`src/pfrl_pkg.sv`:
```
// Shared types and constants for the packet filter with source rate limit.
`timescale 1ns / 1ps

package pfrl_pkg;

	// Input item opcodes
	localparam logic [1:0] OP_BYTE     = 2'd0;
	localparam logic [1:0] OP_RULE_WR  = 2'd1;
	localparam logic [1:0] OP_RULE_DEL = 2'd2;

	// Drop causes
	localparam logic [2:0] CAUSE_NONE  = 3'd0;
	localparam logic [2:0] CAUSE_RATE  = 3'd1;
	localparam logic [2:0] CAUSE_RULE  = 3'd2;
	localparam logic [2:0] CAUSE_SYN   = 3'd3;
	localparam logic [2:0] CAUSE_ECHO  = 3'd4;

	// Header constants
	localparam logic [15:0] ETHERTYPE_IPV4 = 16'h0800;
	localparam logic [3:0]  IP_VERSION_4   = 4'd4;
	localparam logic [7:0]  PROTO_TCP      = 8'd6;
	localparam logic [7:0]  PROTO_ICMP     = 8'd1;
	localparam logic [7:0]  ICMP_ECHO_REQ  = 8'd8;

	// Byte offsets within the frame
	localparam logic [15:0] POS_ETYPE_HI  = 16'd12;
	localparam logic [15:0] POS_ETYPE_LO  = 16'd13;
	localparam logic [15:0] POS_IP_VL     = 16'd14;
	localparam logic [15:0] POS_IP_PROTO  = 16'd23;
	localparam logic [15:0] POS_SRC_FIRST = 16'd26;
	localparam logic [15:0] POS_SRC_LAST  = 16'd29;
	localparam logic [15:0] POS_DST_FIRST = 16'd30;
	localparam logic [15:0] POS_DST_LAST  = 16'd33;
	localparam logic [15:0] MIN_IP_LEN    = 16'd34;
	localparam logic [15:0] TCP_FLAG_OFS  = 16'd13;
	localparam logic [15:0] TCP_HDR_LEN   = 16'd20;
	localparam logic [15:0] ICMP_HDR_LEN  = 16'd8;
	localparam logic [15:0] COUNT_MAX     = 16'hFFFF;

	// Configuration reset
	localparam logic [39:0] WINDOW_RESET = 40'd1000000000;

	// Queue depths
	localparam int JOB_Q_DEPTH = 8;
	localparam int RES_Q_DEPTH = 2;

	typedef struct packed {
		logic [1:0]  opcode;
		logic [7:0]  data_byte;
		logic        last_byte;
		logic [63:0] arrival_time_ns;
		logic [31:0] rule_address;
		logic [7:0]  rule_action;
	} in_item_t;

	typedef struct packed {
		logic        verdict;
		logic [2:0]  drop_cause;
		logic        event_valid;
		logic [31:0] event_src_address;
		logic [31:0] event_dst_address;
		logic [15:0] event_src_port;
		logic [15:0] event_dst_port;
		logic [7:0]  event_protocol;
		logic [63:0] event_time_ns;
	} out_item_t;

	typedef enum logic [1:0] {
		JOB_FRAME,
		JOB_RULE_WR,
		JOB_RULE_DEL
	} job_kind_t;

	// Work item handed from the parser to the table engine
	typedef struct packed {
		job_kind_t   kind;
		logic        qualified;
		logic        syn_scan;
		logic        icmp_echo;
		logic [31:0] src;
		logic [31:0] dst;
		logic [31:0] ports;
		logic [63:0] time_ns;
		logic [31:0] rule_address;
		logic [7:0]  rule_action;
	} job_t;

endpackage

```
`src/pfrl_front.sv`:
```
// Front end: byte-wise header parser that turns frames and rule items into jobs.
`timescale 1ns / 1ps

module pfrl_front (
	input  logic              clk,
	input  logic              arst_n,
	input  logic              accept,
	input  pfrl_pkg::in_item_t item,
	output logic              job_push,
	output pfrl_pkg::job_t    job
);

	logic [15:0] cnt_q;
	logic [63:0] time_q;
	logic [15:0] eth_q;
	logic [7:0]  vl_q;
	logic [7:0]  proto_q;
	logic [31:0] src_q;
	logic [31:0] dst_q;
	logic [31:0] ports_q;
	logic [7:0]  flag_q;

	logic        first;
	logic [15:0] pos;
	logic [7:0]  b;
	logic [63:0] time_n;
	logic [15:0] eth_c, eth_n;
	logic [7:0]  vl_c, vl_n;
	logic [7:0]  proto_c, proto_n;
	logic [31:0] src_c, src_n;
	logic [31:0] dst_c, dst_n;
	logic [31:0] ports_c, ports_n;
	logic [7:0]  flag_c, flag_n;
	logic [15:0] off;
	logic [15:0] len;
	logic        is_byte;

	assign first   = (cnt_q == '0);
	assign pos     = cnt_q;
	assign b       = item.data_byte;
	assign is_byte = (item.opcode == pfrl_pkg::OP_BYTE);

	// Start of frame clears the captured headers
	assign time_n  = first ? item.arrival_time_ns : time_q;
	assign eth_c   = first ? '0 : eth_q;
	assign vl_c    = first ? '0 : vl_q;
	assign proto_c = first ? '0 : proto_q;
	assign src_c   = first ? '0 : src_q;
	assign dst_c   = first ? '0 : dst_q;
	assign ports_c = first ? '0 : ports_q;
	assign flag_c  = first ? '0 : flag_q;

	// Capture by byte offset
	always_comb begin
		eth_n   = eth_c;
		vl_n    = vl_c;
		proto_n = proto_c;
		src_n   = src_c;
		dst_n   = dst_c;
		ports_n = ports_c;
		flag_n  = flag_c;
		if (pos == pfrl_pkg::POS_ETYPE_HI || pos == pfrl_pkg::POS_ETYPE_LO) begin
			eth_n = {eth_c[7:0], b};
		end
		if (pos == pfrl_pkg::POS_IP_VL) begin
			vl_n = b;
		end
		if (pos == pfrl_pkg::POS_IP_PROTO) begin
			proto_n = b;
		end
		if (pos >= pfrl_pkg::POS_SRC_FIRST && pos <= pfrl_pkg::POS_SRC_LAST) begin
			src_n = {src_c[23:0], b};
		end
		if (pos >= pfrl_pkg::POS_DST_FIRST && pos <= pfrl_pkg::POS_DST_LAST) begin
			dst_n = {dst_c[23:0], b};
		end
		off = pfrl_pkg::POS_IP_VL + {10'd0, vl_n[3:0], 2'b00};
		if (pos >= pfrl_pkg::POS_IP_VL) begin
			if (pos >= off && pos < off + 16'd4) begin
				ports_n = {ports_c[23:0], b};
			end
			if (pos == off) begin
				flag_n = b;
			end
			if (pos == off + pfrl_pkg::TCP_FLAG_OFS && proto_n == pfrl_pkg::PROTO_TCP) begin
				flag_n = b;
			end
		end
	end

	assign len = (cnt_q == pfrl_pkg::COUNT_MAX) ? pfrl_pkg::COUNT_MAX : cnt_q + 16'd1;

	// Job built from the final header view
	always_comb begin
		job              = '0;
		job.src          = src_n;
		job.dst          = dst_n;
		job.ports        = ports_n;
		job.time_ns      = time_n;
		job.rule_address = item.rule_address;
		job.rule_action  = item.rule_action;
		job.qualified    = (len >= pfrl_pkg::MIN_IP_LEN)
			&& (eth_n == pfrl_pkg::ETHERTYPE_IPV4)
			&& (vl_n[7:4] == pfrl_pkg::IP_VERSION_4);
		job.syn_scan     = (proto_n == pfrl_pkg::PROTO_TCP)
			&& (off + pfrl_pkg::TCP_HDR_LEN <= len) && flag_n[1] && !flag_n[4];
		job.icmp_echo    = (proto_n == pfrl_pkg::PROTO_ICMP)
			&& (off + pfrl_pkg::ICMP_HDR_LEN <= len) && (flag_n == pfrl_pkg::ICMP_ECHO_REQ);
		case (item.opcode)
			pfrl_pkg::OP_RULE_WR:  job.kind = pfrl_pkg::JOB_RULE_WR;
			pfrl_pkg::OP_RULE_DEL: job.kind = pfrl_pkg::JOB_RULE_DEL;
			default:               job.kind = pfrl_pkg::JOB_FRAME;
		endcase
	end

	always_comb begin
		case (item.opcode)
			pfrl_pkg::OP_BYTE:     job_push = accept && item.last_byte;
			pfrl_pkg::OP_RULE_WR:  job_push = accept;
			pfrl_pkg::OP_RULE_DEL: job_push = accept;
			default:               job_push = 1'b0;
		endcase
	end

	// Frame byte counter
	always_ff @(posedge clk or negedge arst_n) begin
		if (!arst_n) begin
			cnt_q <= '0;
		end else if (accept && is_byte) begin
			cnt_q <= item.last_byte ? '0 : len;
		end
	end

	// Header capture registers
	always_ff @(posedge clk or negedge arst_n) begin
		if (!arst_n) begin
			time_q  <= '0;
			eth_q   <= '0;
			vl_q    <= '0;
			proto_q <= '0;
			src_q   <= '0;
			dst_q   <= '0;
			ports_q <= '0;
			flag_q  <= '0;
		end else if (accept && is_byte) begin
			time_q  <= time_n;
			eth_q   <= eth_n;
			vl_q    <= vl_n;
			proto_q <= proto_n;
			src_q   <= src_n;
			dst_q   <= dst_n;
			ports_q <= ports_n;
			flag_q  <= flag_n;
		end
	end

endmodule

```
`config.mk`:
```
export PLATFORM = sky130hd
export DESIGN_NAME = pfrl_front
export DESIGN_NICKNAME = d
export VERILOG_FILES = /design/src/pfrl_pkg.sv /design/src/pfrl_front.sv
export SDC_FILE = /design/constraint.sdc
export NUM_CORES = 1
export LEC_CHECK = 0
export ABC_AREA = 0
export BUFFER_PORTS_ARGS = -buffer_cell sky130_fd_sc_hd__buf_2
export CAP_MARGIN = 20
export CORE_ASPECT_RATIO = 1.25
export CORE_MARGIN = 1.5
export CORE_UTILIZATION = 49
export CTS_CLUSTER_SIZE = 25
export DETAILED_ROUTE_END_ITERATION = 7
export PLACE_DENSITY = 0.75
export SLEW_MARGIN = 25
export SYNTH_ARGS = -nofsm -noshare
export SYNTH_HDL_FRONTEND = slang
export SYNTH_SLANG_ARGS = --single-unit
```
`constraint.sdc`:
```
create_clock -name clk -period 7.76 [get_ports clk]
set_input_delay 0 -clock clk [delete_from_list [all_inputs] [get_ports clk]]
set_output_delay 0 -clock clk [all_outputs]
set_load 0.02 [all_outputs]
```
==> results.toml, run 1 <==
[synth]
syn_inst = 1558
synth_ff_type = "dfrtp_1"
ys_ff_latch = 216
synth_compound_area_frac = 0.1352
synth_edf_count = 0
synth_seq_area_share = 0.4231
synth_fa_ha_area_frac = 0.03624
yosys.area_share.simple = 0.2606
synth_top_family_by_area = "simple AND/OR/NAND/NOR gates"
synth_xor_area_frac = 0.01156
syn_area_per_cell_um2 = 8.200
synth_mux_area_frac = 0.06601
async_flop_share = 1.000
synth_nets = 1713
synth.distinct_cells = 68
yosysWarnings = 0
netlist_area_mm2 = 0.01278

[worst_setup_path]
critPathMaxFanout = 12
start_kind = "register"
regToRegEndpoint = "ports_q[26]"
worstPathCellList = "inv_1, ha_1, nor3b_1, o2111ai_1, nand2_1, nand2_1, inv_2, ha_1, xor2_2, ha_1, nor3b_1, ha_1, nand4_1, nor2_1, a2111oi_0, a21oi_1, a21oi_1, nor2_1, a211oi_1, buf_2"
arrival_ns = 6.24
r2r-start = "cnt_q[1]"
crit_top_cell = "ha_1"
critPathSlowestCell = "a2111oi_0"
rrSetupSlack_ns = 1.92
critPathKind = "register to output pin"
slowest_delay_ns = 0.78
required_ns = 7.76
rr_worst_depth = 20
setup.worst_path.start = "cnt_q[1]"
cp-end-kind = "output pin"
setup.worst_path.end = "job[200]"

[timing]
rsz0062_at_grt = "no"
fmax_mhz = 160.2
period_share = 0.8045
slew_viol_final = 0
worst_slew_pin_slew_ns = 0.9897
finalSetupTns_ns = 0
hold_viol = 0
setup_violations = 0
maxSlewHeadroom = 0.3395
period_needed_ns = 6.243
clock_skew_ns = 0.01623

[route]
drt-wirelength-per-cell_um = 17.28
drt-initial-drc-count = 826
drt-total-wl_um = 36490
drc_errors = 0
vias = 12003
post_drt_via_cell_ratio = 5.686
final_antenna_net_count = 0
firstDrtPassIters = 5

[cts]
clock_path_buffers = 3
cts_tree = "built"
clk_pin_slew_ns = 0.06
htreeDepth = 1
clock_sinks = 216
cts_root_buf = "clkbuf_16"
cts-buffers-inserted = 24
clk_latency_ns = 0.54
cts_post_setup_buffers_inserted = 0

[die]
die_w_um = 147.4
ios = 324
rows = 65
fp.dieH_um = 183.5
core-area_mm2 = 0.02546
initial_utilization = 0.5019
dieArea_mm2 = 0.02706

[grt]
grt_pass1_vias = 11959
antenna_found_initial = 0
grt_pass1_wl_um = 59640
globalRouteTotalUtil = 0.2690
grt-ovfl-total = 0
grt_max_degree = 106

[placed_design]
portBuffers = 243
hpwl_um = 23660
routabilityCongestion = 0.8986
numPlacedInstances = 1995
place_area_mm2 = 0.01381

[power_and_ir_drop]
power_density_mw_per_mm2 = 267.5
vdd_ir_drop_max_mv = 0.2243
power.leakage_nw = 8.227

[status]
status = "finished clean"

[hold_path]
min_path_type = "input pin to asynchronous set/reset pin"

[layout]
diodes = 0
utilization = 0.6048
area_growth_pct = 20.50
multiInputGateArea_mm2 = 0.006563
fin_cells = 2111
stdcell_area_mm2 = 0.01539
drive_gt1_frac = 0.1903
fin_nets = 1916
fill_cells = 2159
regArea_mm2 = 0.005405

[job]
maxCapViolCount = 0
## flip-flops by register name (all words and copies together) (netlist names)
signal / cells
flag_q: 8
ports_q: 32
eth_q: 16
proto_q: 8
time_q: 64
vl_q: 8
cnt_q: 16
dst_q: 32
src_q: 32
## worst min-delay path by stage
| stage | start | to | slack, ns | cells past startpoint |
|---|---|---|---|---|
| final | arst_n | dst_q[28] | 0.000006 | 2 |
| after global routing | item[5] | job[5] | 0.00003 | 0 |
| after CTS | item[12] | job[12] | 0.0001 | 0 |
| after detailed placement | item[12] | job[12] | 0.0001 | 0 |
| after global placement | item[12] | job[12] | 0.0001 | 0 |
| after floorplan | arst_n | cnt_q[0] | -0.30 | 0 |
## stage by stage
step / hold slack [ns] / setup WS (ns) / total power [W]
after floorplan: -0.2956 / 2.151 / 0.002468
after global placement: 0.0001367 / 1.841 / 0.002882
after detailed placement: 0.0001367 / 1.742 / 0.002907
after CTS: 0.0001367 / 1.507 / 0.004114
after global routing: 0.00002925 / 1.024 / 0.004356
final: 0.000005605 / 1.517 / 0.004118
## metal layers
layer	track usage	routed length, um	share of wire
met1	0.3224	14480	0.40
met2	0.4700	18130	0.50
met3	0.04169	2206	0.060
met4	0.1320	1672	0.046
met5	0	0	0
## kinds of logic (layout without fill, tap and decap cells)
logic type,after synthesis,in the layout
DFF,216,216
xor gates and xnor gates,16,16
buffers and inverters,181,399
adders and majority gates,37,37
muxes,82,82
and+or+nand+nor,789,789
AOI/OAI and AO/OA,237,237
## synthesized netlist by cell type (24+ instances only)
library cell  number  area, um^2
a21oi_1           32       160.2
a22o_1            44       385.4
buf_4             41       307.8
clkbuf_1          94       352.8
dfrtp_1          216        5405
ha_1              37       462.9
inv_1             24       90.09
mux2i_1           73       730.7
nand2_1          538        2019
nand3_1           39       195.2
nor2_1           124       465.5
o21ai_0           34       170.2
o31ai_1           52       390.4
## layout by cell type (no fill, tap or decap), drive strengths merged, types with 4 or more instances in the layout
cell type / count
a21o: 4
a21oi: 32
a22o: 44
a31oi: 16
and2: 9
and3: 5
buf: 257
clkbuf: 35
clkinv: 5
dfrtp: 216
dlygate4sd3: 74
ha: 37
inv: 26
mux2: 8
mux2i: 74
nand2: 538
nand3: 39
nand4: 11
nand4b: 5
nor2: 124
nor3: 17
nor4: 12
o211ai: 9
o21a: 5
o21ai: 36
o22a: 5
o2bb2ai: 8
o31ai: 52
or4: 7
xnor2: 9
xor2: 7
## critical path: cells and delay by family (launching register included)
family	cells	cell delay, ns
buffers and inverters	3	0.59
adder cells (fa/ha/maj)	4	1.15
flip-flops	1	0.51
XOR/XNOR	1	0.22
AO/OA/AOI/OAI	5	1.79
AND/OR/NAND/NOR	7	1.44
## layout make-up
| class | instances | share of cell area |
|---|---|---|
| inverter | 26 | 0.006339 |
| sequential | 216 | 0.3511 |
| multi-input combinational | 1161 | 0.4263 |
| clock inverter | 7 | 0.007152 |
| tap | 335 | 0.02723 |
| timing repair buffer | 332 | 0.1365 |
| clock buffer | 34 | 0.04535 |
## power breakdown
part           internal [W]  switching [W]
Sequential          0.00133       0.000146
Combinational      0.000459        0.00102
Clock              0.000693       0.000475
## what timing repair did
item	4_1_cts	5_1_grt
hold endpoints to repair	179	0
hold buffers	74	0
resized for setup	0	0
(Power assumes the default switching activity.)
==> inputs of run 2 (changes only) <==
- ABC_AREA: 0 -> 1
- PLACE_DENSITY: 0.75 -> 0.74
- clock period: 7.76 -> 6.09 ns (I/O delays scaled with it)
==> run 2 against run 1 <==
Effect of this change:
- clock power increased by 28%
- core utilization decreased by 0.47 points
- register-to-register slack got worse by 0.65 ns
- largest cell class unchanged
- critical path type unchanged
==> results.toml, run 2 <==
[timing]
finalSetupTns_ns = 0
setup_ws_ns = 0.7586
whs_ns = 0.000007756
period_share = 0.8754
rsz0062_at_grt = "no"
clock_skew_ns = 0.02493
period_needed_ns = 5.331
hold_viol = 0
worst_slew_pin_slew_ns = 1.063
fmax_mhz = 187.6
slew_viol_final = 0
setup_violations = 0
maxSlewHeadroom = 0.2910

[synth]
synth_area_leaders = "dfrtp_1, nand2_1, o21ai_0, inv_1, nand3_1"
yosys-top-cells-count = "nand2_1, o21ai_0, inv_1"
yosysTopAreaCell = "dfrtp_1"
synth.distinct_cells = 42
synth_seq_area_share = 0.4134
synth_edf_count = 0
netlist_area_mm2 = 0.01307
yosysWarnings = 0
ys_ff_latch = 216
syn_area_per_cell_um2 = 7.292
synth_nets = 1948
synth_ff_type = "dfrtp_1"
yosysMostFrequentCell = "nand2_1"
syn_inst = 1793
async_flop_share = 1.000
yosysTopAreaCellShare = 0.4134

[route]
final_antenna_net_count = 0
post_drt_via_cell_ratio = 5.482
drt-total-wl_um = 38960
vias = 12920
drt-initial-drc-count = 1010
firstDrtPassIters = 5
drt-wirelength-per-cell_um = 16.53
drc_errors = 0

[die]
rows = 66
fp.dieH_um = 185.6
ios = 324
dieArea_mm2 = 0.02768
initial_utilization = 0.5010
die_w_um = 149.1
core-area_mm2 = 0.02610

[cts]
clock_sinks = 216
clock_path_buffers = 3
cts-buffers-inserted = 24
cts_tree = "built"
htreeDepth = 1
clk_pin_slew_ns = 0.06
cts_root_buf = "clkbuf_16"
clk_latency_ns = 0.54

[grt]
antenna_found_initial = 0
grt_pass1_wl_um = 62320
grt_pass1_vias = 12316
globalRouteTotalUtil = 0.2804
grt-ovfl-total = 0
grt_max_degree = 172

[placed_design]
routabilityCongestion = 0.9256
numPlacedInstances = 2239
portBuffers = 243
hpwl_um = 25160
dpl_worst_slack_ns = 1.024

[worst_setup_path]
critPathMaxFanout = 64
crit_buf_inv = 3
crit_top_cell = "nand2_1"
regToRegEndpoint = "ports_q[21]"
start_kind = "register"
r2r-start = "cnt_q[0]"
arrival_ns = 5.33
worstPathCellList = "inv_1, ha_1, nand2_1, nor2_1, nand2_4, nand2_1, nand2_2, nand2_4, ha_1, nand3_1, nand2_1, ha_1, inv_1, nor2_1, nand2_1, ha_1, nand2_1, nor2_1, o21ai_0, o2111ai_1, a41oi_1, nand2_4, o31ai_1, buf_2"
rrSetupSlack_ns = 1.27
critPathKind = "register to output pin"
cp-end-kind = "output pin"
critPathSlowestCell = "o31ai_1"
slowest_delay_ns = 0.43
required_ns = 6.09
rr_worst_depth = 25
path_delay_family = "simple AND/OR/NAND/NOR gates"

[layout]
diodes = 0
fin_cells = 2357
largest_register_ffs = 64
regMostFlops = "time_q"
fin_nets = 2155
utilization = 0.6000
fill_cells = 2365
area_growth_pct = 19.76
drive_gt1_frac = 0.1641
final_common_cell = "nand2_1"
final_cell_mix = "nand2_1, o21ai_0, buf_2"

[job]
maxCapViolCount = 0

[power_and_ir_drop]
power.leakage_nw = 7.819
power_density_mw_per_mm2 = 447.6
vdd_ir_drop_max_mv = 0.4318

[hold_path]
hold_depth = 0
whs_endpoint = "job[0]"
min_path_type = "input pin to output pin"
hp-start = "item[0]"

[status]
status = "finished clean"
## run 2: changes by cell type after synthesis, sizes merged, moves of 9 or more
cell / previous run / this run
nand3: 39 / 156
o21ai: 36 / 284
a22o: 44 / 0
a21oi: 32 / 19
mux2i: 74 / 0
o31ai: 52 / 67
buf: 60 / 74
inv: 26 / 226
o22ai: 2 / 15
xnor2: 9 / 0
clkbuf: 95 / 72
nand2: 538 / 466
nor2: 124 / 90
## run 2: area by class of cell
cell class                 count  area [um^2]  area share
timing repair buffer         327         2062      0.1317
multi-input combinational   1201         6083      0.3885
clock buffer                  39        747.0     0.04771
tap                          340        425.4     0.02717
inverter                     230        875.8     0.05594
sequential                   216         5405      0.3452
clock inverter                 4        58.81    0.003756
## run 2: cells by family after synthesis
family	after synthesis	share of synthesized area
and+or+nand+nor	753	0.2490
AOI/OAI and AO/OA	399	0.1696
buffers and inverters	376	0.1224
DFF	216	0.4134
adders and majority gates	37	0.03541
xor gates and xnor gates	12	0.01014
## run 2: through the flow
stage	power (W)	area, um^2
6_report	0.007009	15660
5_1_grt	0.007506	15660
4_1_cts	0.006976	15620
3_5_place_dp	0.005417	14080
3_3_place_gp	0.005345	14080
2_1_floorplan	0.004448	13070
## run 2: worst register-to-register path, stage by stage, from the launching register on
cell and delay, ns:
dfrtp_1 0.40, inv_1 0.19, ha_1 0.23, nand2_1 0.06
nor2_1 0.19, nand2_4 0.23, nand2_1 0.17, nand2_2 0.07
nand2_4 0.14, ha_1 0.26, nand3_1 0.12, nand2_1 0.18
ha_1 0.17, inv_1 0.08, nor2_1 0.16, nand2_1 0.07
ha_1 0.29, nand2_1 0.08, nor2_1 0.05, o21ai_0 0.06
o2111ai_1 0.13, a41oi_1 0.34, nand2_4 0.41, o31ai_1 0.48
nand2_1 0.09, o21ai_0 0.10
## run 2: power breakdown
| group | internal, W | switching (W) | total, W |
|---|---|---|---|
| combinational | 0.000997 | 0.00240 | 0.00340 |
| clock | 0.000878 | 0.000618 | 0.00150 |
| sequential | 0.00191 | 0.000209 | 0.00211 |
## run 2: layer usage
metal | part of all wire | wire length [um] | track usage
met3 | 0.073 | 2858 | 0.06127
met5 | 0 | 0 | 0
met1 | 0.40 | 15700 | 0.3423
met2 | 0.47 | 18280 | 0.4643
met4 | 0.055 | 2129 | 0.1461
## run 2: worst max-delay path by stage
stage,from,end,depth (start not counted)
2_1_floorplan,cnt_q[1],ports_q[24],25
3_3_place_gp,cnt_q[3],job[128],19
3_5_place_dp,cnt_q[0],ports_q[21],25
4_1_cts,cnt_q[0],job[125],24
5_1_grt,cnt_q[0],job[123],25
6_report,cnt_q[0],job[124],24
## run 2: repair_timing
action,CTS,global route
hold buffers,73,1
setup endpoints to repair,0,0
resized for setup,0,0
hold endpoints to repair,216,19
buffers inserted,0,0
