**config.mk**
```make
export PLATFORM = sky130hd
export DESIGN_NAME = pfrl_fifo
export DESIGN_NICKNAME = d
export VERILOG_FILES = /design/src/pfrl_fifo.sv
export SDC_FILE = /design/constraint.sdc
export NUM_CORES = 1
export LEC_CHECK = 0
export BUFFER_PORTS_ARGS = -buffer_cell sky130_fd_sc_hd__clkbuf_2
export CELL_PAD_IN_SITES_DETAIL_PLACEMENT = 1
export CELL_PAD_IN_SITES_GLOBAL_PLACEMENT = 1
export CORE_MARGIN = 8
export CORE_UTILIZATION = 35
export DETAILED_ROUTE_END_ITERATION = 8
export GPL_ROUTABILITY_DRIVEN = 1
export PLACE_DENSITY_LB_ADDON = 0.1
export SYNTH_ARGS = -nofsm -noshare
export SYNTH_HDL_FRONTEND = slang
export SYNTH_SLANG_ARGS = --single-unit
```
**constraint.sdc**
```tcl
create_clock -name clk -period 3.25 [get_ports clk]
set_input_delay 0.65 -clock clk [delete_from_list [all_inputs] [get_ports clk]]
set_output_delay 0.65 -clock clk [all_outputs]
set_load 0.05 [all_outputs]
```
**src/pfrl_fifo.sv**
```systemverilog
// Small register FIFO with first-word fall-through.
`timescale 1ns / 1ps

module pfrl_fifo #(
	parameter int WIDTH = 8,
	parameter int DEPTH = 4
) (
	input  logic             clk,
	input  logic             arst_n,
	input  logic             push,
	input  logic [WIDTH-1:0] wdata,
	output logic             full,
	input  logic             pop,
	output logic [WIDTH-1:0] rdata,
	output logic             empty
);

	localparam int AW = (DEPTH > 1) ? $clog2(DEPTH) : 1;
	localparam int CW = $clog2(DEPTH + 1);

	logic [WIDTH-1:0] mem_q [DEPTH];
	logic [AW-1:0]    wr_ptr_q;
	logic [AW-1:0]    rd_ptr_q;
	logic [CW-1:0]    count_q;
	logic             do_push;
	logic             do_pop;

	assign full    = (count_q == CW'(DEPTH));
	assign empty   = (count_q == '0);
	assign rdata   = mem_q[rd_ptr_q];
	assign do_push = push && !full;
	assign do_pop  = pop && !empty;

	// Storage
	always_ff @(posedge clk) begin
		if (do_push) begin
			mem_q[wr_ptr_q] <= wdata;
		end
	end

	// Pointers and fill level
	always_ff @(posedge clk or negedge arst_n) begin
		if (!arst_n) begin
			wr_ptr_q <= '0;
			rd_ptr_q <= '0;
			count_q  <= '0;
		end else begin
			if (do_push) begin
				wr_ptr_q <= (wr_ptr_q == AW'(DEPTH - 1)) ? '0 : wr_ptr_q + 1'b1;
			end
			if (do_pop) begin
				rd_ptr_q <= (rd_ptr_q == AW'(DEPTH - 1)) ? '0 : rd_ptr_q + 1'b1;
			end
			if (do_push && !do_pop) begin
				count_q <= count_q + 1'b1;
			end else if (do_pop && !do_push) begin
				count_q <= count_q - 1'b1;
			end
		end
	end

endmodule

```
==> metrics.log, run 1 <==
[metrics] proportion of total power due to net switching: 0.398
[metrics] Inserted Diodes: 0
[metrics] DRC: 0
[metrics] power share of the combinational group: 0.403
[metrics] total leakage power: 0.699 nW
[metrics] DIE WIDTH: 84.0 um
[metrics] number of warnings issued by yosys: 0
[metrics] endpoint arrival time on the critical path: 1.85 ns
[metrics] setup_tns: 0 ns
[metrics] remaining global-route overflow: 0
[metrics] wire length of the first global-routing pass: 4490 um
[metrics] root buf cell: sky130_fd_sc_hd__clkbuf_8
[metrics] number of setup violations in the final report: 0
[metrics] routability congestion estimate from global placement: 0.673
[metrics] depth of the CTS H-tree: 2
[metrics] layout cell share with drive strength beyond 1: 0.448
[metrics] vertical extent of the die: 84.0 um
[metrics] share of power burned in registers: 0.432
[metrics] mean cell area of the mapped netlist: 20.5 um^2
[metrics] commonest cells after routing, fill and taps aside: sky130_fd_sc_hd__edfxtp_1, sky130_fd_sc_hd__clkbuf_2, sky130_fd_sc_hd__mux4_2, sky130_fd_sc_hd__dfrtp_1, sky130_fd_sc_hd__ha_1
[metrics] clk slew on worst S/H paths: 0.07 ns
[metrics] Clock power frac: 0.164
[metrics] Detailed Route WL: 2680 um
[metrics] setup bufs post-CTS: 0
[metrics] post-synthesis cell type count: 19
[metrics] total CTS buffers: 5
[metrics] Starting DRT DRC Count: 26
[metrics] final hold violation count: 0
[metrics] endpoint kind of the worst setup timing path: output port
[metrics] placeable core area: 4410 um^2
[metrics] CP Max Fanout: 11
[metrics] area enclosed by the die boundary: 7060 um^2
[metrics] fraction of the yosys area taken by sequential cells: 0.701
[metrics] synthesized instance count: 79
[metrics] most common cell after layout, fill and taps aside: sky130_fd_sc_hd__edfxtp_1
[metrics] max-slew violation total from the final report: 0
[metrics] number of storage elements in the synthesis netlist: 39
[metrics] Layout area overhead: 14.3%
[metrics] net switching power figure: 0.737 mW
[metrics] power density relative to cell area: 1000 nW/um^2
[metrics] slew of the pin with the lowest slew margin: 0.599 ns
[metrics] remaining antenna violation count: 0
[metrics] cell area after technology mapping: 1620 um^2
[metrics] FILL cells: 434
[metrics] Req. time, crit path: 2.60 ns
[metrics] GRT Resource Usage Total: 0.0831
[metrics] detailed-route via count: 747
[metrics] # port buffers: 21
[metrics] worst-skew pair later-pin latency: 0.29 ns
[metrics] maximum vdd ir drop: 0.000269 V
[metrics] setup repair after global routing missed its margin: no
[metrics] Hold Path Class: input port to async pin
[metrics] initial antenna violation count: 0
[metrics] result of the run: completed
[metrics] wire per inst: 17.0 um
[metrics] top-level I/O count: 22
[metrics] CTS tree: done
[metrics] net count after synthesis: 98
[metrics] final-stage net count: 123
[metrics] starting density of the core: 0.367
[metrics] worst clock skew on the final layout: 0.00811 ns
[metrics] internal power of the cells: 1.11 mW
[metrics] routed via count divided by cell count: 4.76
[metrics] critical setup path kind: flop to output port
[metrics] Critical Path Source Type: flop
[metrics] final worst path period need: 2.50 ns
[metrics] maximum number of pins on one net before global-route repair: 13
[metrics] row count: 24
[metrics] max-cap violation count: 0
[metrics] CTS Hold Buffers Added: 0
[metrics] Max Clock Freq: 400 MHz
[metrics] worst relative slew slack: 0.600
[metrics] vias in the first global route: 869
[metrics] CTS Sinks: 39
[metrics] final worst-path cycle share: 0.770
[metrics] post-layout util: 0.420
[metrics] post_cts resized: 0
[metrics] number of detailed-routing iterations run before antenna repair: 4
[metrics] buffers from clock root to sink, at most: 2
[metrics] Hold Worst Slack: 0.191 ns
[metrics] half-perimeter wire length of the detailed placement result: 1960 um
## stage by stage
step / setup WS [ns] / instances / total power [mW] / area, um^2
after global routing: 0.620 / 157 / 1.97 / 1850
after floorplan: 0.259 / 79 / 1.41 / 1620
final: 0.749 / 157 / 1.85 / 1850
after detailed placement: 0.999 / 149 / 1.58 / 1770
after CTS: 0.678 / 157 / 1.89 / 1850
after global placement: 1.02 / 149 / 1.57 / 1770
## routing by layer
layer | up-vias | share of wire | GRT usage
li1 | 349 | - | -
met4 | 0 | 0.012 | 0.0283
met3 | 4 | 0.051 | 0.0410
met1 | 378 | 0.41 | 0.0904
met2 | 16 | 0.53 | 0.136
met5 | - | 0 | 0
## registers in the layout (all words and copies together), names as in the netlist
name      flops
wr_ptr_q      2
count_q       3
mem_q        32
rd_ptr_q      2
## Yosys cell counts (all sizes together)
cell type	number	area, um^2
nor3b	1	18.8
ha	6	75.1
xor2	2	17.5
nand2b	1	13.8
nor2b	1	8.76
nor2	3	11.3
xnor2	1	8.76
inv	3	11.3
mux2	5	63.8
and2	4	30.0
nor3	1	5.00
buf	3	20.0
mux4	8	180
dfrtp	7	175
fa	1	20.0
edfxtp	32	961
## area by class of cell
type	count	area [um^2]	area share
tap	52	65.1	0.0351
clock inverter	2	8.76	0.00473
inverter	3	11.3	0.00608
sequential	39	1140	0.614
clock buffer	6	72.6	0.0392
multi-input combinational	34	453	0.245
timing repair buffer	21	105	0.0568
## path summary, 6_finish.rpt
| check | startpoint | endpoint | slack [ns] | depth (start not counted) |
|---|---|---|---|---|
| max | rd_ptr_q[0] | rdata[0] | 0.75 | 2 |
| min | arst_n | count_q[1] | 0.19 | 1 |
| max reg2reg | count_q[2] | count_q[2] | 1.21 | 8 |
| min reg2reg | count_q[2] | count_q[2] | 0.50 | 1 |
| max in group asynchronous | arst_n | wr_ptr_q[0] | 2.88 | 1 |
| min in group clk | count_q[2] | count_q[2] | 0.50 | 1 |
## kinds of logic after synthesis
group,count (synthesis),synth area share
flops,39,0.701
buf+inv,6,0.0193
xor+xnor,3,0.0162
fa+ha+maj,7,0.0587
mux,13,0.151
simple gates,11,0.0541
## power groups by stage
stage | registers [mW] | clock network [mW] | logic [mW]
final | 0.800 | 0.304 | 0.747
after global placement | 0.811 | 0 | 0.755
after floorplan | 0.739 | 0 | 0.672
after detailed placement | 0.818 | 0 | 0.766
after CTS | 0.807 | 0.313 | 0.768
after global routing | 0.823 | 0.336 | 0.809
## critical path, cell delays in order (launching register included)
cell and delay [ns]:
sky130_fd_sc_hd__dfrtp_1 0.73, sky130_fd_sc_hd__mux4_2 0.58, sky130_fd_sc_hd__clkbuf_2 0.25
(Power assumes the default switching activity.)
==> run 2, diff against run 1 <==
Settings changed: ABC_AREA set to 1.
Clock period 3.25 ns to 2.2 ns, I/O delays scaled along.
==> run 2 against run 1 <==
Via count increased by 55%. Sequential cell count unchanged. Wire length rose by 33%. Clock-buffer cell count grew 2. Final cell count up 62%. Synthesized area up 8.6%. Clock power up 45%. Design area increased by 9.7%. Clock skew down 0.0010 ns. Critical path type unchanged.
==> metrics.log, run 2 <==
[metrics] result of the run: completed
[metrics] final worst path period need: 1.98 ns
[metrics] final-stage net count: 203
[metrics] vias in the first global route: 1302
[metrics] hold_sp: wdata[5]
[metrics] setup_tns: 0 ns
[metrics] total leakage power: 0.908 nW
[metrics] top-level I/O count: 22
[metrics] post-synthesis cell type count: 16
[metrics] register name with the most flops: mem_q
[metrics] mean cell area of the mapped netlist: 11.4 um^2
[metrics] routed via count divided by cell count: 4.53
[metrics] most common cell after layout, fill and taps aside: sky130_fd_sc_hd__nand2_1
[metrics] starting density of the core: 0.353
[metrics] remaining global-route overflow: 0
[metrics] dominant synthesized flop cell: sky130_fd_sc_hd__edfxtp_1
[metrics] DRC: 0
[metrics] FILL cells: 577
[metrics] Starting DRT DRC Count: 35
[metrics] synthesized instance count: 154
[metrics] reg2reg end: count_q[1]
[metrics] DIE WIDTH: 86.9 um
[metrics] worst relative slew slack: 0.785
[metrics] share of flip-flops with an asynchronous set or reset after synthesis: 0.179
[metrics] EDFF count, synth: 32
[metrics] critical setup path kind: flop to output port
[metrics] wire length of the first global-routing pass: 6110 um
[metrics] post-detailed-placement cell area: 1940 um^2
[metrics] max-cap violation count: 0
[metrics] number of detailed-routing iterations run before antenna repair: 4
[metrics] Inserted Diodes: 0
[metrics] setup repair after global routing missed its margin: no
[metrics] clk slew on worst S/H paths: 0.07 ns
[metrics] Max Clock Freq: 505 MHz
[metrics] row count: 26
[metrics] fraction of the yosys area taken by sequential cells: 0.646
[metrics] total CTS buffers: 5
[metrics] Total Power: 2.95 mW
[metrics] number of storage elements in the synthesis netlist: 39
[metrics] depth of the CTS H-tree: 2
[metrics] Detailed Route WL: 3570 um
[metrics] net count after synthesis: 173
[metrics] cell area after technology mapping: 1760 um^2
[metrics] # port buffers: 21
[metrics] leading post-synthesis cells by cell area: sky130_fd_sc_hd__edfxtp_1, sky130_fd_sc_hd__dfrtp_1, sky130_fd_sc_hd__nand2_1
[metrics] endpoint kind of the worst setup timing path: output port
[metrics] endpoint of the worst hold path: mem_q[3][5]
[metrics] area enclosed by the die boundary: 7550 um^2
[metrics] Reg2Reg Depth: 9
[metrics] number of warnings issued by yosys: 0
[metrics] top flop regs: mem_q (32), count_q (3)
[metrics] final std cell area, no fill: 2030 um^2
[metrics] CP Max Fanout: 32
[metrics] area share of the largest cell type after synthesis: 0.546
[metrics] max reg flops: 32
[metrics] max-slew violation total from the final report: 0
[metrics] number of setup violations in the final report: 0
[metrics] Layout area overhead: 15.4%
[metrics] CTS tree: done
[metrics] setup bufs post-CTS: 0
[metrics] hold path depth: 1
[metrics] worst clock skew on the final layout: 0.00711 ns
[metrics] GRT Resource Usage Total: 0.109
[metrics] CTS Sinks: 39
[metrics] most numerous cell types in the synthesized netlist: sky130_fd_sc_hd__nand2_1, sky130_fd_sc_hd__edfxtp_1, sky130_fd_sc_hd__inv_1
[metrics] post-synth top area cell: sky130_fd_sc_hd__edfxtp_1
[metrics] Critical Path Source Type: flop
[metrics] final worst-path cycle share: 0.901
[metrics] half-perimeter wire length of the detailed placement result: 2670 um
[metrics] buffers from clock root to sink, at most: 2
[metrics] routability congestion estimate from global placement: 0.705
[metrics] layout cell share with drive strength beyond 1: 0.189
[metrics] remaining antenna violation count: 0
[metrics] Hold Path Class: input port to flop
[metrics] most frequent cell after synthesis: sky130_fd_sc_hd__nand2_1
[metrics] power density relative to cell area: 1450 nW/um^2
[metrics] r2r startpoint: count_q[0]
[metrics] endpoint arrival time on the critical path: 1.54 ns
[metrics] R2R setup slack: 0.32 ns
[metrics] maximum vdd ir drop: 0.000573 V
[metrics] root buf cell: sky130_fd_sc_hd__clkbuf_8
[metrics] placeable core area: 4980 um^2
[metrics] initial antenna violation count: 0
[metrics] wire per inst: 14.0 um
[metrics] detailed-route via count: 1156
[metrics] vertical extent of the die: 86.9 um
[metrics] commonest cells after routing, fill and taps aside: sky130_fd_sc_hd__nand2_1, sky130_fd_sc_hd__edfxtp_1, sky130_fd_sc_hd__inv_1, sky130_fd_sc_hd__clkbuf_2, sky130_fd_sc_hd__o211ai_1
[metrics] worst-skew pair later-pin latency: 0.28 ns
[metrics] slew of the pin with the lowest slew margin: 0.322 ns
[metrics] Req. time, crit path: 1.76 ns
[metrics] final hold violation count: 0
[metrics] maximum number of pins on one net before global-route repair: 33
[metrics] Hold Worst Slack: 0.376 ns
-- run 2: layout make-up --
class	count	area (um^2)	area share
well taps	70	87.6	0.0431
inverters	32	120	0.0591
repair buffers	28	160	0.0789
clock buffers	8	80.1	0.0394
multi-input cells	78	447	0.220
flip-flops and latches	39	1140	0.559
-- run 2: repair_timing --
| item | CTS | global route |
|---|---|---|
| gates resized for setup | 0 | 0 |
| endpoints found under the hold margin | 7 | 0 |
| hold buffers | 1 | 0 |
| setup endpoints to repair | 0 | 0 |
-- run 2: cells by family (layout without fill, tap and decap cells) --
| family | Yosys count | in the layout | share of synthesized area |
|---|---|---|---|
| and+or+nand+nor | 53 | 53 | 0.121 |
| buffers and inverters | 37 | 68 | 0.100 |
| xor gates and xnor gates | 1 | 1 | 0.00498 |
| DFF | 39 | 39 | 0.646 |
| adders and majority gates | 7 | 7 | 0.0541 |
| AOI/OAI and AO/OA | 17 | 17 | 0.0740 |
-- run 2: stage by stage --
| stage | utilization | instances | setup WS (ns) |
|---|---|---|---|
| finish | 0.408 | 255 | 0.219 |
| floorplan | - | 154 | 0.507 |
| global placement | 0.390 | 246 | 0.414 |
| global route | 0.408 | 255 | 0.0525 |
| detailed placement | 0.390 | 246 | 0.308 |
| CTS | 0.408 | 255 | 0.176 |
-- run 2: worst max path at each step --
stage / from / endpoint / slack [ns] / depth (start not counted)
3_3_place_gp: count_q[0] / count_q[1] / 0.41 / 9
2_1_floorplan: count_q[0] / count_q[1] / 0.51 / 9
5_1_grt: rd_ptr_q[0] / rdata[1] / 0.05 / 5
4_1_cts: rd_ptr_q[0] / rdata[1] / 0.18 / 4
6_report: rd_ptr_q[0] / rdata[3] / 0.22 / 4
3_5_place_dp: count_q[1] / count_q[1] / 0.31 / 9
-- run 2: worst max-delay path: stages, from the launching register on --
cell and delay [ns]:
sky130_fd_sc_hd__dfrtp_1 0.40, sky130_fd_sc_hd__buf_4 0.33, sky130_fd_sc_hd__o211ai_1 0.16, sky130_fd_sc_hd__nand2_1 0.09, sky130_fd_sc_hd__clkbuf_2 0.27
-- run 2: routing by layer --
layer,wire length (um),GRT usage
met1,1320,0.103
met2,2060,0.210
met3,155,0.0377
met4,29,0.0376
met5,0,0
-- run 2: power breakdown --
part           total, mW  internal [mW]  switching (mW)  leakage (nW)
registers           1.08          0.992          0.0889         0.378
clock network      0.442          0.225           0.217        0.0395
logic               1.42          0.382            1.04         0.490
total               2.95           1.60            1.35         0.908
==> run 3, diff against run 2 <==
Settings changed: HOLD_SLACK_MARGIN set to 0.1, RECOVER_POWER set to 50.
==> run 3 against run 2 <==
Power down 0.24%. Clock-buffer cell count unchanged. Fmax about the same. Utilization down 0.35 points. Design area down 0.86%. Hold slack better by 0.040 ns.
==> metrics.log, run 3 (synthesis gave the netlist of run 2 again) <==
[metrics] total CTS buffers: 5
[metrics] hold path depth: 1
[metrics] depth of the CTS H-tree: 2
[metrics] max reg flops: 32
[metrics] remaining antenna violation count: 0
[metrics] power share of the combinational group: 0.481
[metrics] proportion of total power due to net switching: 0.459
[metrics] Clock power frac: 0.151
[metrics] wire length of the first global-routing pass: 6110 um
[metrics] endpoint kind of the worst setup timing path: output port
[metrics] DIE WIDTH: 86.9 um
[metrics] remaining global-route overflow: 0
[metrics] buffers from clock root to sink, at most: 2
[metrics] final hold violation count: 0
[metrics] vias in the first global route: 1302
[metrics] Layout area overhead: 14.4%
[metrics] power density relative to cell area: 1460 nW/um^2
[metrics] clk slew on worst S/H paths: 0.07 ns
[metrics] Reg2Reg Depth: 9
[metrics] starting density of the core: 0.353
[metrics] setup repair after global routing missed its margin: no
[metrics] share of power burned in registers: 0.368
[metrics] CTS Hold Buffers Added: 1
[metrics] commonest cells after routing, fill and taps aside: sky130_fd_sc_hd__nand2_1, sky130_fd_sc_hd__edfxtp_1, sky130_fd_sc_hd__inv_1, sky130_fd_sc_hd__o211ai_1, sky130_fd_sc_hd__clkbuf_1
[metrics] Max Clock Freq: 504 MHz
[metrics] Inserted Diodes: 0
[metrics] maximum number of pins on one net before global-route repair: 33
[metrics] final worst path period need: 1.98 ns
[metrics] area enclosed by the die boundary: 7550 um^2
[metrics] worst clock skew on the final layout: 0.00693 ns
[metrics] result of the run: completed
[metrics] endpoint arrival time on the critical path: 1.54 ns
[metrics] critical setup path kind: flop to output port
[metrics] final-stage net count: 203
[metrics] layout cell share with drive strength beyond 1: 0.130
[metrics] post_cts resized: 0
[metrics] Total Power: 2.94 mW
[metrics] # port buffers: 21
[metrics] routability congestion estimate from global placement: 0.705
[metrics] wire per inst: 14.0 um
[metrics] row count: 26
[metrics] Starting DRT DRC Count: 36
[metrics] worst-skew pair later-pin latency: 0.28 ns
[metrics] Detailed Route WL: 3570 um
[metrics] top flop regs: mem_q (32), count_q (3)
[metrics] initial antenna violation count: 0
[metrics] r2r startpoint: count_q[0]
[metrics] CTS Sinks: 39
[metrics] internal power of the cells: 1.59 mW
[metrics] DRC: 0
[metrics] worst relative slew slack: 0.648
[metrics] slew of the pin with the lowest slew margin: 0.528 ns
[metrics] R2R setup slack: 0.26 ns
[metrics] Hold Worst Slack: 0.416 ns
[metrics] Hold Path Class: input port to flop
[metrics] number of detailed-routing iterations run before antenna repair: 4
[metrics] reg2reg end: count_q[1]
[metrics] total leakage power: 0.877 nW
[metrics] net switching power figure: 1.35 mW
[metrics] root buf cell: sky130_fd_sc_hd__clkbuf_8
[metrics] placeable core area: 4980 um^2
[metrics] max-cap violation count: 0
[metrics] placed cells: 246
[metrics] vertical extent of the die: 86.9 um
[metrics] post-layout util: 0.404
[metrics] routed via count divided by cell count: 4.55
[metrics] most common cell after layout, fill and taps aside: sky130_fd_sc_hd__nand2_1
[metrics] Critical Path Source Type: flop
[metrics] Final Non-Filler Cells: 255
[metrics] setup_tns: 0 ns
[metrics] number of setup violations in the final report: 0
[metrics] CTS tree: done
[metrics] detailed-route via count: 1160
[metrics] GRT Resource Usage Total: 0.109
[metrics] final worst-path cycle share: 0.901
[metrics] Req. time, crit path: 1.76 ns
[metrics] setup bufs post-CTS: 0
[metrics] FILL cells: 583
[metrics] Critical path destination: rdata[3]
[metrics] CP Max Fanout: 32
[metrics] half-perimeter wire length of the detailed placement result: 2670 um
[metrics] top-level I/O count: 22
[metrics] maximum vdd ir drop: 0.000574 V
[metrics] startpoint of the worst setup timing path: rd_ptr_q[0]
[metrics] register name with the most flops: mem_q
[metrics] max-slew violation total from the final report: 0
## run 3: cell count changes in the layout (fill, tap and decap cells not counted), sizes merged
| cell | previous run | this run |
|---|---|---|
| buf | 6 | 5 |
| clkbuf | 29 | 30 |
## run 3: metal layers
layer  global-route usage  share of wire  up-vias
li1                     -              -      565
met1                0.103           0.37      574
met2                0.210           0.58       16
met3               0.0377          0.043        5
met4               0.0376          0.013        0
met5                    0              0        -
## run 3: worst min path at each step
| stage | from | endpoint | slack [ns] |
|---|---|---|---|
| 2_1_floorplan | arst_n | count_q[0] | 0.14 |
| 3_3_place_gp | arst_n | wr_ptr_q[1] | 0.29 |
| 3_5_place_dp | arst_n | wr_ptr_q[1] | 0.30 |
| 4_1_cts | wdata[5] | mem_q[3][5] | 0.37 |
| 5_1_grt | wdata[5] | mem_q[3][5] | 0.41 |
| 6_report | wdata[5] | mem_q[3][5] | 0.42 |
## run 3: critical path, cell delays in order (launching register included)
cell	delay, ns
sky130_fd_sc_hd__dfrtp_1	0.40
sky130_fd_sc_hd__buf_4	0.33
sky130_fd_sc_hd__o211ai_1	0.16
sky130_fd_sc_hd__nand2_1	0.09
sky130_fd_sc_hd__clkbuf_2	0.27
## run 3: power by group through the flow
stage / clock [mW] / sequential (mW) / combinational (mW)
6_report: 0.443 / 1.08 / 1.42
5_1_grt: 0.489 / 1.11 / 1.59
3_5_place_dp: 0 / 1.10 / 1.46
2_1_floorplan: 0 / 1.08 / 1.15
3_3_place_gp: 0 / 1.09 / 1.41
4_1_cts: 0.462 / 1.08 / 1.47
## run 3: final cells by class
type / count / area [um^2] / share of cell area
repair buffers: 28 / 145 / 0.0721
clock buffers: 8 / 80.1 / 0.0398
inverters: 32 / 120 / 0.0597
multi-input cells: 78 / 444 / 0.221
flip-flops and latches: 39 / 1140 / 0.564
well taps: 70 / 87.6 / 0.0435
## run 3: per-stage QoR
step | worst slack (ns) | cell area [um^2]
5_1_grt | 0.0525 | 2010
3_5_place_dp | 0.308 | 1940
2_1_floorplan | 0.507 | 1760
4_1_cts | 0.176 | 2030
6_report | 0.218 | 2010
3_3_place_gp | 0.414 | 1940
